<file path="config.mk">
export PLATFORM = sky130hd
export DESIGN_NAME = repeat_line_suppressor_flat
export DESIGN_NICKNAME = d
export VERILOG_FILES = /design/src/hw/rtl/rls_pkg.sv /design/src/hw/rtl/rls_if.sv /design/src/hw/rtl/rls_front.sv /design/src/hw/rtl/rls_queue.sv /design/src/hw/rtl/rls_back.sv /design/src/hw/rtl/repeat_line_suppressor.sv /design/src/flat_wrapper.sv
export SDC_FILE = /design/constraint.sdc
export NUM_CORES = 2
export LEC_CHECK = 0
export BUFFER_PORTS_ARGS = -buffer_cell sky130_fd_sc_hd__buf_2
export CELL_PAD_IN_SITES_DETAIL_PLACEMENT = 1
export CELL_PAD_IN_SITES_GLOBAL_PLACEMENT = 1
export CORE_ASPECT_RATIO = 0.8
export CORE_UTILIZATION = 45
export DETAILED_ROUTE_END_ITERATION = 10
export GPL_TIMING_DRIVEN = 0
export PLACE_DENSITY_LB_ADDON = 0.1
export SYNTH_ARGS = -nofsm -noshare
export SYNTH_HDL_FRONTEND = slang
export SYNTH_SLANG_ARGS = --single-unit
</file>
<file path="constraint.sdc">
create_clock -name clk_i -period 7.7 [get_ports clk_i]
set_input_delay 1.54 -clock clk_i [delete_from_list [all_inputs] [get_ports clk_i]]
set_output_delay 1.54 -clock clk_i [all_outputs]
set_load 0.005 [all_outputs]
</file>
<file path="src/hw/rtl/rls_pkg.sv">
// Shared types, constants and the hash step for the repeat line suppressor.
package rls_pkg;

  localparam logic [31:0] FNV_BASIS = 32'd2166136261;
  localparam logic [31:0] FNV_PRIME = 32'd16777619;

  localparam logic [31:0] WINDOW_RESET = 32'd10000;
  localparam logic [31:0] PERIOD_RESET = 32'd30000;

  localparam logic [7:0] CHAR_OPEN  = 8'h28;
  localparam logic [7:0] CHAR_CLOSE = 8'h29;

  localparam int QDEPTH = 2;

  typedef enum logic {
    REG_WINDOW = 1'b0,
    REG_PERIOD = 1'b1
  } reg_idx_e;

  // work handed from the line front end to the filter
  typedef struct packed {
    logic        is_flush;
    logic [31:0] hash;
    logic [31:0] now;
  } job_t;

  typedef struct packed {
    logic [31:0] window;
    logic [31:0] period;
  } cfg_t;

  function automatic logic [31:0] fnv_step(input logic [31:0] h, input logic [7:0] c);
    logic [31:0] x;
    x = h ^ {24'd0, c};
    return 32'(x * FNV_PRIME);
  endfunction

endpackage

</file>
<file path="src/hw/rtl/rls_if.sv">
// Stream channels for line characters in and filter results out.
interface rls_in_if;
  logic        valid;
  logic        ready;
  logic        mode;
  logic [7:0]  line_char;
  logic        line_last;
  logic [31:0] now_ms;

  modport source (output valid, mode, line_char, line_last, now_ms, input ready);
  modport sink   (input valid, mode, line_char, line_last, now_ms, output ready);
endinterface

interface rls_out_if;
  logic        valid;
  logic        ready;
  logic        keep_line;
  logic [31:0] report_count;
  logic [31:0] line_hash;
  logic        from_flush;

  modport source (output valid, keep_line, report_count, line_hash, from_flush, input ready);
  modport sink   (input valid, keep_line, report_count, line_hash, from_flush, output ready);
endinterface

</file>
<file path="src/hw/rtl/rls_front.sv">
// Front end: takes characters, hashes the line, emits end-of-line and flush jobs.
module rls_front #(
  parameter int LINE_MAX = 256
) (
  input  logic          clk_i,
  input  logic          rst_ni,
  rls_in_if.sink        in_i,
  input  logic          q_full_i,
  output logic          push_o,
  output rls_pkg::job_t job_o
);

  localparam int CntW = (LINE_MAX > 2) ? $clog2(LINE_MAX) : 1;

  logic [31:0]     hash_q, hash_d, hash_n;
  logic            inside_q, inside_d, inside_n;
  logic            done_q, done_d, done_n;
  logic [CntW-1:0] cnt_q, cnt_d, cnt_n;
  logic            accept;

  assign in_i.ready = !q_full_i;
  assign accept     = in_i.valid && in_i.ready;

  // one character step of the line state
  always_comb begin
    hash_n   = hash_q;
    inside_n = inside_q;
    done_n   = done_q;
    cnt_n    = cnt_q;
    if (cnt_q != CntW'(LINE_MAX - 1)) begin
      cnt_n = cnt_q + CntW'(1);
      if (!done_q && in_i.line_char == rls_pkg::CHAR_OPEN) begin
        inside_n = 1'b1;
      end else if (inside_q) begin
        if (in_i.line_char == rls_pkg::CHAR_CLOSE) begin
          inside_n = 1'b0;
          done_n   = 1'b1;
        end
      end else begin
        hash_n = rls_pkg::fnv_step(hash_q, in_i.line_char);
      end
    end
  end

  always_comb begin
    hash_d         = hash_q;
    inside_d       = inside_q;
    done_d         = done_q;
    cnt_d          = cnt_q;
    push_o         = 1'b0;
    job_o.is_flush = in_i.mode;
    job_o.hash     = hash_n;
    job_o.now      = in_i.now_ms;
    if (accept) begin
      if (in_i.mode) begin
        push_o = 1'b1;
      end else if (in_i.line_last) begin
        push_o   = 1'b1;
        hash_d   = rls_pkg::FNV_BASIS;
        inside_d = 1'b0;
        done_d   = 1'b0;
        cnt_d    = '0;
      end else begin
        hash_d   = hash_n;
        inside_d = inside_n;
        done_d   = done_n;
        cnt_d    = cnt_n;
      end
    end
  end

  always_ff @(posedge clk_i or negedge rst_ni) begin
    if (!rst_ni) begin
      hash_q   <= rls_pkg::FNV_BASIS;
      inside_q <= 1'b0;
      done_q   <= 1'b0;
      cnt_q    <= '0;
    end else begin
      hash_q   <= hash_d;
      inside_q <= inside_d;
      done_q   <= done_d;
      cnt_q    <= cnt_d;
    end
  end

endmodule

</file>
<file path="src/hw/rtl/rls_queue.sv">
// Small job queue between the front end and the filter.
module rls_queue (
  input  logic          clk_i,
  input  logic          rst_ni,
  input  logic          push_i,
  input  rls_pkg::job_t job_i,
  input  logic          pop_i,
  output rls_pkg::job_t job_o,
  output logic          full_o,
  output logic          empty_o
);

  localparam int PtrW = (rls_pkg::QDEPTH > 1) ? $clog2(rls_pkg::QDEPTH) : 1;

  rls_pkg::job_t   mem_q [rls_pkg::QDEPTH];
  logic [PtrW-1:0] wr_q, wr_d, rd_q, rd_d;
  logic [PtrW:0]   cnt_q, cnt_d;

  assign full_o  = cnt_q == (PtrW + 1)'(rls_pkg::QDEPTH);
  assign empty_o = cnt_q == '0;
  assign job_o   = mem_q[rd_q];

  function automatic logic [PtrW-1:0] ptr_inc(input logic [PtrW-1:0] p);
    return (p == PtrW'(rls_pkg::QDEPTH - 1)) ? '0 : p + PtrW'(1);
  endfunction

  always_comb begin
    wr_d  = push_i ? ptr_inc(wr_q) : wr_q;
    rd_d  = pop_i ? ptr_inc(rd_q) : rd_q;
    cnt_d = cnt_q + (PtrW + 1)'(push_i) - (PtrW + 1)'(pop_i);
  end

  always_ff @(posedge clk_i or negedge rst_ni) begin
    if (!rst_ni) begin
      wr_q  <= '0;
      rd_q  <= '0;
      cnt_q <= '0;
    end else begin
      wr_q  <= wr_d;
      rd_q  <= rd_d;
      cnt_q <= cnt_d;
    end
  end

  always_ff @(posedge clk_i) begin
    if (push_i) begin
      mem_q[wr_q] <= job_i;
    end
  end

endmodule

</file>
<file path="src/hw/rtl/rls_back.sv">
// Filter: slot match, flood counting and the registered result word.
module rls_back #(
  parameter int SLOTS = 2
) (
  input  logic          clk_i,
  input  logic          rst_ni,
  input  rls_pkg::cfg_t cfg_i,
  input  logic          q_empty_i,
  input  rls_pkg::job_t job_i,
  output logic          pop_o,
  rls_out_if.source     out_o
);

  logic [31:0] shash_q [SLOTS];
  logic [31:0] shash_d [SLOTS];
  logic [31:0] stime_q [SLOTS];
  logic [31:0] stime_d [SLOTS];
  logic [31:0] cnt_q, cnt_d, start_q, start_d;
  logic        ovalid_q, ovalid_d;
  logic        keep_q, keep_d, flush_q, flush_d;
  logic [31:0] report_q, report_d, ohash_q, ohash_d;
  logic        found, emit;
  logic [31:0] base, cnt_inc;

  assign pop_o = !q_empty_i && (!ovalid_q || out_o.ready);

  always_comb begin
    shash_d  = shash_q;
    stime_d  = stime_q;
    cnt_d    = cnt_q;
    start_d  = start_q;
    keep_d   = keep_q;
    flush_d  = flush_q;
    report_d = report_q;
    ohash_d  = ohash_q;
    emit     = 1'b0;
    found    = 1'b0;
    base     = (cnt_q == '0) ? job_i.now : start_q;
    cnt_inc  = cnt_q + 32'd1;
    // lowest matching live slot wins and gets its time refreshed
    for (int i = 0; i < SLOTS; i++) begin
      if (!found && stime_q[i] != '0 && shash_q[i] == job_i.hash &&
          32'(job_i.now - stime_q[i]) < cfg_i.window) begin
        found = 1'b1;
        if (pop_o && !job_i.is_flush) begin
          stime_d[i] = job_i.now;
        end
      end
    end
    if (pop_o) begin
      if (job_i.is_flush) begin
        if (cnt_q != '0) begin
          emit     = 1'b1;
          keep_d   = 1'b0;
          flush_d  = 1'b1;
          report_d = cnt_q;
          ohash_d  = '0;
          cnt_d    = '0;
        end
      end else if (found) begin
        emit    = 1'b1;
        keep_d  = 1'b0;
        flush_d = 1'b0;
        ohash_d = job_i.hash;
        if (32'(job_i.now - base) >= cfg_i.period) begin
          report_d = cnt_inc;
          cnt_d    = '0;
          start_d  = job_i.now;
        end else begin
          report_d = '0;
          cnt_d    = cnt_inc;
          start_d  = base;
        end
      end else begin
        emit     = 1'b1;
        keep_d   = 1'b1;
        flush_d  = 1'b0;
        ohash_d  = job_i.hash;
        report_d = cnt_q;
        cnt_d    = '0;
        for (int i = SLOTS - 1; i > 0; i--) begin
          shash_d[i] = shash_q[i-1];
          stime_d[i] = stime_q[i-1];
        end
        shash_d[0] = job_i.hash;
        stime_d[0] = (job_i.now != '0) ? job_i.now : 32'd1;
      end
    end
    if (emit) begin
      ovalid_d = 1'b1;
    end else if (out_o.ready) begin
      ovalid_d = 1'b0;
    end else begin
      ovalid_d = ovalid_q;
    end
  end

  always_ff @(posedge clk_i or negedge rst_ni) begin
    if (!rst_ni) begin
      for (int i = 0; i < SLOTS; i++) begin
        shash_q[i] <= '0;
        stime_q[i] <= '0;
      end
      cnt_q    <= '0;
      start_q  <= '0;
      ovalid_q <= 1'b0;
    end else begin
      shash_q  <= shash_d;
      stime_q  <= stime_d;
      cnt_q    <= cnt_d;
      start_q  <= start_d;
      ovalid_q <= ovalid_d;
    end
  end

  always_ff @(posedge clk_i) begin
    keep_q   <= keep_d;
    flush_q  <= flush_d;
    report_q <= report_d;
    ohash_q  <= ohash_d;
  end

  assign out_o.valid        = ovalid_q;
  assign out_o.keep_line    = keep_q;
  assign out_o.from_flush   = flush_q;
  assign out_o.report_count = report_q;
  assign out_o.line_hash    = ohash_q;

endmodule

</file>
<file path="src/hw/rtl/repeat_line_suppressor.sv">
// Top level of the repeat line suppressor: APB registers, front end, queue, filter.
//
//  channel  dir  handshake       word
//  in_i     in   valid/ready     mode, line_char, line_last, now_ms
//  out_o    out  valid/ready     keep_line, report_count, line_hash, from_flush
//  apb      in   psel/penable    two 32-bit registers at byte 0 and 4
//
// One character word per cycle while the job queue has room; the FNV-1a step
// (one constant multiply) closes the per-character loop in the front end.
// The job for a line end or flush passes through the job queue; the filter
// then writes its line result or flush answer into the output register.
// Reset clears line state, slots, flood count and queue; registers return to
// 10000 ms window and 30000 ms period.
// Stalls: the two-entry job queue decouples sides; in_i.ready drops only
// while the queue is full, out_o holds its word until taken.
module repeat_line_suppressor #(
  parameter int LINE_MAX = 256,
  parameter int SLOTS    = 2
) (
  input  logic        clk_i,
  input  logic        rst_ni,
  rls_in_if.sink      in_i,
  rls_out_if.source   out_o,
  input  logic        psel,
  input  logic        penable,
  input  logic        pwrite,
  input  logic [2:0]  paddr,
  input  logic [31:0] pwdata,
  output logic [31:0] prdata,
  output logic        pready
);

  rls_pkg::cfg_t     cfg_q, cfg_d;
  rls_pkg::reg_idx_e reg_sel;
  rls_pkg::job_t     push_job, head_job;
  logic              q_push, q_pop, q_full, q_empty;

  // register file: word address picks the register, byte lanes ignored
  assign pready  = 1'b1;
  assign reg_sel = rls_pkg::reg_idx_e'(paddr[2]);

  always_comb begin
    cfg_d = cfg_q;
    if (psel && penable && pwrite) begin
      case (reg_sel)
        rls_pkg::REG_WINDOW: cfg_d.window = pwdata;
        rls_pkg::REG_PERIOD: cfg_d.period = pwdata;
        default:             cfg_d = cfg_q;
      endcase
    end
  end

  always_comb begin
    case (reg_sel)
      rls_pkg::REG_WINDOW: prdata = cfg_q.window;
      rls_pkg::REG_PERIOD: prdata = cfg_q.period;
      default:             prdata = '0;
    endcase
  end

  always_ff @(posedge clk_i or negedge rst_ni) begin
    if (!rst_ni) begin
      cfg_q.window <= rls_pkg::WINDOW_RESET;
      cfg_q.period <= rls_pkg::PERIOD_RESET;
    end else begin
      cfg_q <= cfg_d;
    end
  end

  rls_front #(
    .LINE_MAX(LINE_MAX)
  ) u_front (
    .clk_i   (clk_i),
    .rst_ni  (rst_ni),
    .in_i    (in_i),
    .q_full_i(q_full),
    .push_o  (q_push),
    .job_o   (push_job)
  );

  rls_queue u_queue (
    .clk_i  (clk_i),
    .rst_ni (rst_ni),
    .push_i (q_push),
    .job_i  (push_job),
    .pop_i  (q_pop),
    .job_o  (head_job),
    .full_o (q_full),
    .empty_o(q_empty)
  );

  rls_back #(
    .SLOTS(SLOTS)
  ) u_back (
    .clk_i    (clk_i),
    .rst_ni   (rst_ni),
    .cfg_i    (cfg_q),
    .q_empty_i(q_empty),
    .job_i    (head_job),
    .pop_o    (q_pop),
    .out_o    (out_o)
  );

  // no job pushed into a full queue
  a_no_overflow: assert property (@(posedge clk_i) disable iff (!rst_ni)
    q_push |-> !q_full) else $error("job queue overflow");

  // no job taken from an empty queue
  a_no_underflow: assert property (@(posedge clk_i) disable iff (!rst_ni)
    q_pop |-> !q_empty) else $error("job queue underflow");

  // a flush answer always carries a nonzero count and never keeps a line
  a_flush_word: assert property (@(posedge clk_i) disable iff (!rst_ni)
    (out_o.valid && out_o.from_flush) |->
      (out_o.report_count != 32'd0 && !out_o.keep_line && out_o.line_hash == 32'd0))
    else $error("malformed flush result");

endmodule

</file>
<file path="src/flat_wrapper.sv">
// flat-port wrapper written by rule: the top's interface ports become plain ports
module repeat_line_suppressor_flat 
#(
  parameter int LINE_MAX = 256,
  parameter int SLOTS    = 2
)
  (clk_i, rst_ni, psel, penable, pwrite, paddr, pwdata, prdata, pready, in_i_valid, in_i_mode, in_i_line_char, in_i_line_last, in_i_now_ms, in_i_ready, out_o_valid, out_o_keep_line, out_o_report_count, out_o_line_hash, out_o_from_flush, out_o_ready);
  rls_in_if in_i_i ();
  rls_out_if out_o_i ();
  input  logic clk_i;
  input  logic rst_ni;
  input  logic psel;
  input  logic penable;
  input  logic pwrite;
  input  logic [2:0] paddr;
  input  logic [31:0] pwdata;
  output logic [31:0] prdata;
  output logic pready;
  input wire logic [$bits(in_i_i.valid)-1:0] in_i_valid;
  input wire logic [$bits(in_i_i.mode)-1:0] in_i_mode;
  input wire logic [$bits(in_i_i.line_char)-1:0] in_i_line_char;
  input wire logic [$bits(in_i_i.line_last)-1:0] in_i_line_last;
  input wire logic [$bits(in_i_i.now_ms)-1:0] in_i_now_ms;
  output wire logic [$bits(in_i_i.ready)-1:0] in_i_ready;
  output wire logic [$bits(out_o_i.valid)-1:0] out_o_valid;
  output wire logic [$bits(out_o_i.keep_line)-1:0] out_o_keep_line;
  output wire logic [$bits(out_o_i.report_count)-1:0] out_o_report_count;
  output wire logic [$bits(out_o_i.line_hash)-1:0] out_o_line_hash;
  output wire logic [$bits(out_o_i.from_flush)-1:0] out_o_from_flush;
  input wire logic [$bits(out_o_i.ready)-1:0] out_o_ready;
  assign in_i_i.valid = in_i_valid;
  assign in_i_i.mode = in_i_mode;
  assign in_i_i.line_char = in_i_line_char;
  assign in_i_i.line_last = in_i_line_last;
  assign in_i_i.now_ms = in_i_now_ms;
  assign in_i_ready = in_i_i.ready;
  assign out_o_valid = out_o_i.valid;
  assign out_o_keep_line = out_o_i.keep_line;
  assign out_o_report_count = out_o_i.report_count;
  assign out_o_line_hash = out_o_i.line_hash;
  assign out_o_from_flush = out_o_i.from_flush;
  assign out_o_i.ready = out_o_ready;
  repeat_line_suppressor #(.LINE_MAX(LINE_MAX), .SLOTS(SLOTS)) u_core (.clk_i(clk_i), .rst_ni(rst_ni), .in_i(in_i_i), .out_o(out_o_i), .psel(psel), .penable(penable), .pwrite(pwrite), .paddr(paddr), .pwdata(pwdata), .prdata(prdata), .pready(pready));
endmodule
</file>
## After elaboration in Yosys (flattened, before gate mapping)

Memories as Yosys holds them, arrays and structs flattened.
Index checks and enable logic that the tools add are counted.
Widths: inputs -> output; s select.

| word-level totals | value |
|---|---|
| word-level logic and storage cells | 137 |
| flip-flop bits (word level) | 369 |
| bits in writable memories | 130 |
| memories kept | 1 |
| output and inout bits | 101 |
| bits of input ports | 84 |

Memory list:

| name | depth | width | rd ports | clocked after Yosys merged registers in | wr ports | line | source |
|---|---|---|---|---|---|---|---|
| u_core.u_queue.mem_q | 2 | 65 | 1 | 0 | 1 | rls_queue.sv:15 | `rls_pkg::job_t mem_q [rls_pkg::QDEPTH];` |

| cells by class | value |
|---|---|
| $mul | 1 |
| eq/ne operators | 8 |
| $add $sub $neg | 9 |
| reduce and logical (&&, ||, !) cells | 36 |
| muxes and demuxes | 54 |
| magnitude comparators | 3 |
| bitwise operators | 5 |

Operators by type and width:

| cell | number |
|---|---|
| $mux 32 | 20 |
| $mux 64 | 3 |
| $reduce_bool 32->1 | 4 |
| $sub 32x32->32 | 3 |
| $eq 32x32->1 | 2 |
| $lt 32x32->1 | 2 |
| $pmux 32 s2 | 1 |
| $add 32x1->32 const B | 1 |
| $ge 32x32->1 | 1 |
| $logic_not 32->1 | 1 |
| $mul 32x25->32 const B | 1 |
| $xor 32x8->32 | 1 |
| $mux 1 | 28 |
| $eq 8x6->1 const B | 2 |
| $mux 8 | 2 |
| $logic_and 1x1->1 | 11 |
| $reduce_and 3->1 | 3 |
| $add 8x1->8 const B | 1 |
| $ne 8x8->1 const B | 1 |
| $reduce_and 2->1 | 4 |
| $reduce_bool 2->1 | 4 |
| $logic_not 1->1 | 6 |
| $reduce_and 6->1 | 1 |
| $not 1->1 | 4 |
| other kinds (8) | 9 |

## Logic depth before layout (Yosys ltp)

An unclocked memory read counts as a cell.

| logic depth | value |
|---|---|
| depth in word-level cells | 13 |
| gate-level depth with buffers | 33 |
| gate-level depth less buffers | 30 |

## Cells and area by module

A second synthesis with hierarchy kept.

| second synthesis, totals | value |
|---|---|
| cells, all modules | 3328 |
| area, all modules | 35654.2 um^2 |

Modules (own cells, without submodules):

| module | area an instance (um^2) | sequential area each (um^2) | instances | cells each |
|---|---|---|---|---|
| rls_back | 19547.5 | 6811.5 | 1 | 2065 |
| rls_front | 8131.5 | 1068.5 | 1 | 872 |
| rls_queue | 5048.6 | 4003.8 | 1 | 217 |
| repeat_line_suppressor | 2926.6 | 1616.6 | 1 | 174 |

## Least setup slack after synthesis

No wires, ideal clock.

| timing | value |
|---|---|
| kind | register to register |
| from | register u_core.u_queue.rd_q |
| to | register u_core.u_back.start_q[10] |
| buffers on the path | 5 |
| cell stages (with the launch flop) | 32 |
| setup time | 125 ps |
| period minus slack after synthesis | 7211 ps |
| arrival | 7087 ps |
| required time | 7575 ps |
| slack | 489 ps |
| cell sequence | dfrtp_1 -> buf_6 -> buf_2 -> clkbuf_1 -> buf_1 -> mux2i_1 -> ha_1 -> inv_1 -> fa_1 -> a21o_1 -> a21oi_1 -> o211ai_1 -> and4_1 -> o31a_1 -> a41o_1 -> o21ai_0 -> o21ai_0 -> a21o_1 -> a21oi_1 -> xnor2_1 -> ha_1 -> a21o_1 -> a21oi_1 -> nor2b_1 -> or4_1 -> nor4_1 -> and2_1 -> nand4_1 -> nand2_1 -> o211ai_1 -> clkbuf_1 -> mux2_2 |

| between the ends | value |
|---|---|
| cells in the longest elaborated chain, start to end | 11 |
| elaborated cells on any way between the ends | 21 |
| those cells by class | add/sub (3); order compare (3); eq/ne (2); mux (4); bitwise (1); reduce/logical (7); memory (1) |

Ends and longest elaborated chain:

| element | line | source |
|---|---|---|
| from (decl) | rls_queue.sv:16 | `logic [PtrW-1:0] wr_q, wr_d, rd_q, rd_d;` |
| from (signal assigned) | rls_queue.sv:40 | `rd_q <= rd_d;` |
| $mem_v2 2x65 * | n/a |  |
| $sub 32x32->32 / $eq 32x32->1 (equally long branches) | rls_back.sv:43, rls_back.sv:42 |  |
| $lt 32x32->1 / $logic_and 1x1->1 (equally long branches) | rls_back.sv:43, rls_back.sv:42 |  |
| $logic_and 1x1->1 | rls_back.sv:42 | `if (!found && stime_q[i] != '0 && shash_q[i] == job_i.hash &&` |
| $mux 1 | rls_back.sv:42 |  |
| $logic_not 1->1 | rls_back.sv:42 |  |
| $logic_and 1x1->1 (3 in series) | rls_back.sv:42 |  |
| $mux 1 | rls_back.sv:42 |  |
| $reduce_and 3->1 (no source line) | n/a |  |
| to (signal assigned) | rls_back.sv:111 | `start_q <= start_d;` |
| to (decl) | rls_back.sv:18 | `logic [31:0] cnt_q, cnt_d, start_q, start_d;` |

Every way passes the cells marked *; elsewhere a longest branch is shown, timed or not.
A chain may end at the register's enable or synchronous reset.

## Worst setup path in the final report

| timing | value |
|---|---|
| from | register u_core.u_back.cnt_q[0] |
| to | register u_core.u_back.start_q[11] |

| between the ends | value |
|---|---|
| cells in the longest elaborated chain, start to end | 5 |

Ends and longest elaborated chain:

| element | line | source |
|---|---|---|
| from (decl) | rls_back.sv:18 |  |
| from (signal assigned) | rls_back.sv:110 | `cnt_q <= cnt_d;` |
| $logic_not 32->1 * | rls_back.sv:38 | `base = (cnt_q == '0) ? job_i.now : start_q;` |
| $mux 32 * | rls_back.sv:38 |  |
| $sub 32x32->32 | rls_back.sv:65 | `if (32'(job_i.now - base) >= cfg_i.period) begin` |
| $ge 32x32->1 | rls_back.sv:65 |  |
| $mux 32 * | rls_back.sv:65 |  |

Marked as above.

==> results.tsv <==
stage	metric	value	unit
cells_and_area	fill_cells	8273	
synth	yosys.area.top_type_share	0.203	
cts	clock_latency	680	ps
global_route	antenna_found_initial	2	
critical_path	r2r_cells	29	
critical_path	cp_max_fo	10	
global_route	grt_pass1_vias	28200	
critical_path	rr_endpoint	u_core.u_back.start_q[11]$_DFFE_PN0P_	
synth	synthFlopType	dfrtp_1	
routing	wl_per_cell	23.8	microns
synth	synth_cell_types	87	
synth	yosysMostFrequentCell	inv_1	
floorplan	fp.dieW	310	microns
global_route	grt_start_max_net_pins	115	
cts	cts_root_buffer	clkbuf_16	
sta	fmax	134	MHz
sta	setup_viol	0	
synth	synth-seq-cells	499	
global_route	grt_overflow_total	0	
critical_path	criticalPathCategory	reg -> reg	
routing	ant_nets	0	
cts	clk_pin_slew_worst_paths	70	ps
placement	gp_congestion	0.909	
sta	hold_viol_final	0	
critical_path	startpoint_type	register	
cells_and_area	stdcell_count	4686	
routing	wl	112000	microns
critical_path	slowest_delay	460	ps
synth	syn_inst	3358	
cells_and_area	syn_to_final_growth	14.8	%
routing	drc	0	
sta	finalSetupTns	0	ps
sta	relSlewSlack	0.0804	
critical_path	regToRegSetupSlack	250	ps
cts	cts_buffer_depth	3	
worst_hold_path	whs_path_depth	1	
critical_path	r2r_start	u_core.u_back.cnt_q[0]$_DFFE_PN0P_	
synth	async_flop_share	0.607	
synth	synthTopCellsByCount	379 x inv_1, 373 x ha_1, 277 x dfrtp_1, 263 x o21ai_0, 241 x nand2_1	
sta	holdWs	499	ps
critical_path	crit_start	u_core.u_back.cnt_q[0]$_DFFE_PN0P_	
routing	drt-initial-drc-count	1783	
cells_and_area	multi_input_area	19300	sq um
floorplan	num_io_pins	185	
sta	maxSlewViolCount	0	
placement	io_buffers	180	
placement	place_ws	-4130	ps
floorplan	rows	89	
synth	synth_edf_count	196	
cells_and_area	regArea	13500	sq um
synth	ys_warn_count	0	
cts	ctsHoldBuffers	0	
critical_path	worst_ep_arrival_time	7940	ps
cells_and_area	drive_above_1_share	0.170	
worst_hold_path	min_to	u_core.u_front.cnt_q[6]$_DFFE_PN0P_	
sta	finClkSkew	75.4	ps
sta	grt_setup_unrepaired	true	
synth	synth_seq_area_share	0.396	
routing	dr.pass1.iters	5	
placement	dp.cells	4547	
floorplan	die_area	77000	sq um
cts	numCtsBuffers	55	
sta	timing.final.crit_share	0.967	
global_route	grt_pass1_wl	171000	microns
synth	syn_nets	3891	
floorplan	initial_core_util	0.459	
critical_path	critical_path.slowest_cell	dfrtp_2	
status	status	finished, final reports clean	
synth	netlist_area	34100	sq um
placement	dpl.hpwl	87400	microns
worst_hold_path	min-delay-start	u_core.u_front.cnt_q[6]$_DFFE_PN0P_	
sta	final.setup.worst_slack	253	ps
cells_and_area	nets	4171	
worst_hold_path	hp-class	reg -> reg	
critical_path	crit_required	8200	ps
cts	cts_sinks	499	
synth	yosysTopAreaCell	dfrtp_1	
floorplan	core_area	74400	sq um
cts	htreeDepth	2	
job	drv_cap	0	
routing	vias	27200	
synth	avgSynthCellArea	10.2	sq um
sta	fin_crit	7450	ps
cts	cts_tree	built	
global_route	grt_usage	0.291	
routing	via_per_inst	5.80	
floorplan	die_h	248	microns
sta	worstMarginPinSlew	1370	ps
synth	synth_area_leaders	dfrtp_1 20%, edfxtp_1 17%, ha_1 14%	
critical_path	cp-end-kind	register	
-- state kept, by name, indices dropped and copies added (netlist names), 2 cells and up --
register / cells
u_core.u_queue.mem_q: 130
u_core.u_queue.cnt_q: 2
u_core.u_back.start_q: 32
u_core.u_front.hash_q: 32
u_core.u_back.cnt_q: 32
u_core.u_back.out_o.report_count: 32
u_core.u_back.out_o.line_hash: 32
u_core.u_front.cnt_q: 8
u_core.u_back.shash_q: 64
u_core.cfg_q: 64
u_core.u_back.stime_q: 64
-- per-stage QoR --
| step | util | area (sq um) |
|---|---|---|
| global route | 0.527 | 39200 |
| finish | 0.527 | 39200 |
| detailed placement | 0.490 | 36500 |
| floorplan | - | 34100 |
| global placement | 0.488 | 36300 |
| CTS | 0.521 | 38700 |
-- logic make-up (layout without fill, tap and decap cells) --
family                     Yosys count  in the layout  share of synthesized area
DFF                                499            499                      0.396
and+or+nand+nor                    732            732                      0.104
muxes                              227            227                     0.0731
AOI/OAI and AO/OA                  757            757                      0.138
buffers and inverters              484            810                     0.0545
xor gates and xnor gates           207            207                     0.0531
adders and majority gates          451            451                      0.182
other                                1              2                   0.000110
-- how the worst max path moves through the flow --
stage / to / slack (ps)
after CTS: u_core.u_back.start_q[12]$_DFFE_PN0P_ / 10
after detailed placement: u_core.u_back.start_q[30]$_DFFE_PN0P_ / -4130
after global routing: u_core.u_back.out_o.report_count[2]$_DFFE_PP_ / -40
after global placement: u_core.u_back.start_q[29]$_DFFE_PN0P_ / -3960
after floorplan: u_core.u_back.start_q[10]$_DFFE_PN0P_ / 490
final: u_core.u_back.start_q[11]$_DFFE_PN0P_ / 250
-- worst max-delay path, delay by kind of cell (launching register included) --
kind / cells / cell delay (ps)
AO/OA/AOI/OAI: 13 / 3360
buffers and inverters: 7 / 1240
AND/OR/NAND/NOR: 4 / 920
adder cells (fa/ha/maj): 3 / 710
flip-flops: 1 / 460
multiplexers: 1 / 350
XOR/XNOR: 1 / 220
-- routing by layer --
layer  global-route usage  up-vias  routed length [microns]
met2                0.443      693                    48600
met5                    0        -                        0
met4               0.0656        0                     2210
met1                0.441    13900                    54300
li1                     -    12500                        -
met3               0.0338      127                     6490
-- placed cells by master (no fill, tap or decap), types with 64 or more instances in the layout --
master / count
inv_1: 378
ha_1: 370
dfrtp_1: 276
o21ai_0: 246
nand2_1: 238
edfxtp_1: 196
buf_2: 191
a21oi_1: 169
xnor2_1: 164
mux2_2: 158
nor2_1: 145
a21o_1: 77
fa_1: 76
clkbuf_1: 64
-- repair_timing --
item,in CTS,in global routing
setup buffers,14,23
pin swaps,7,20
endpoints found under the setup margin,234,227
cloned,0,0
gates resized for setup,103,84
-- final cells by class --
| cell class | count | share of cell area |
|---|---|---|
| Tap cell | 1001 | 0.0320 |
| Clock buffer | 72 | 0.0373 |
| Multi-Input combinational cell | 2375 | 0.492 |
| Inverter | 381 | 0.0366 |
| Clock inverter | 31 | 0.00767 |
| Buffer | 101 | 0.0146 |
| Antenna cell | 1 | 0.0000639 |
| Sequential cell | 499 | 0.345 |
| Timing Repair Buffer | 225 | 0.0354 |
Power is not shown: default switching activity piles up to over one toggle a cycle in this logic, so the estimate is an artifact.
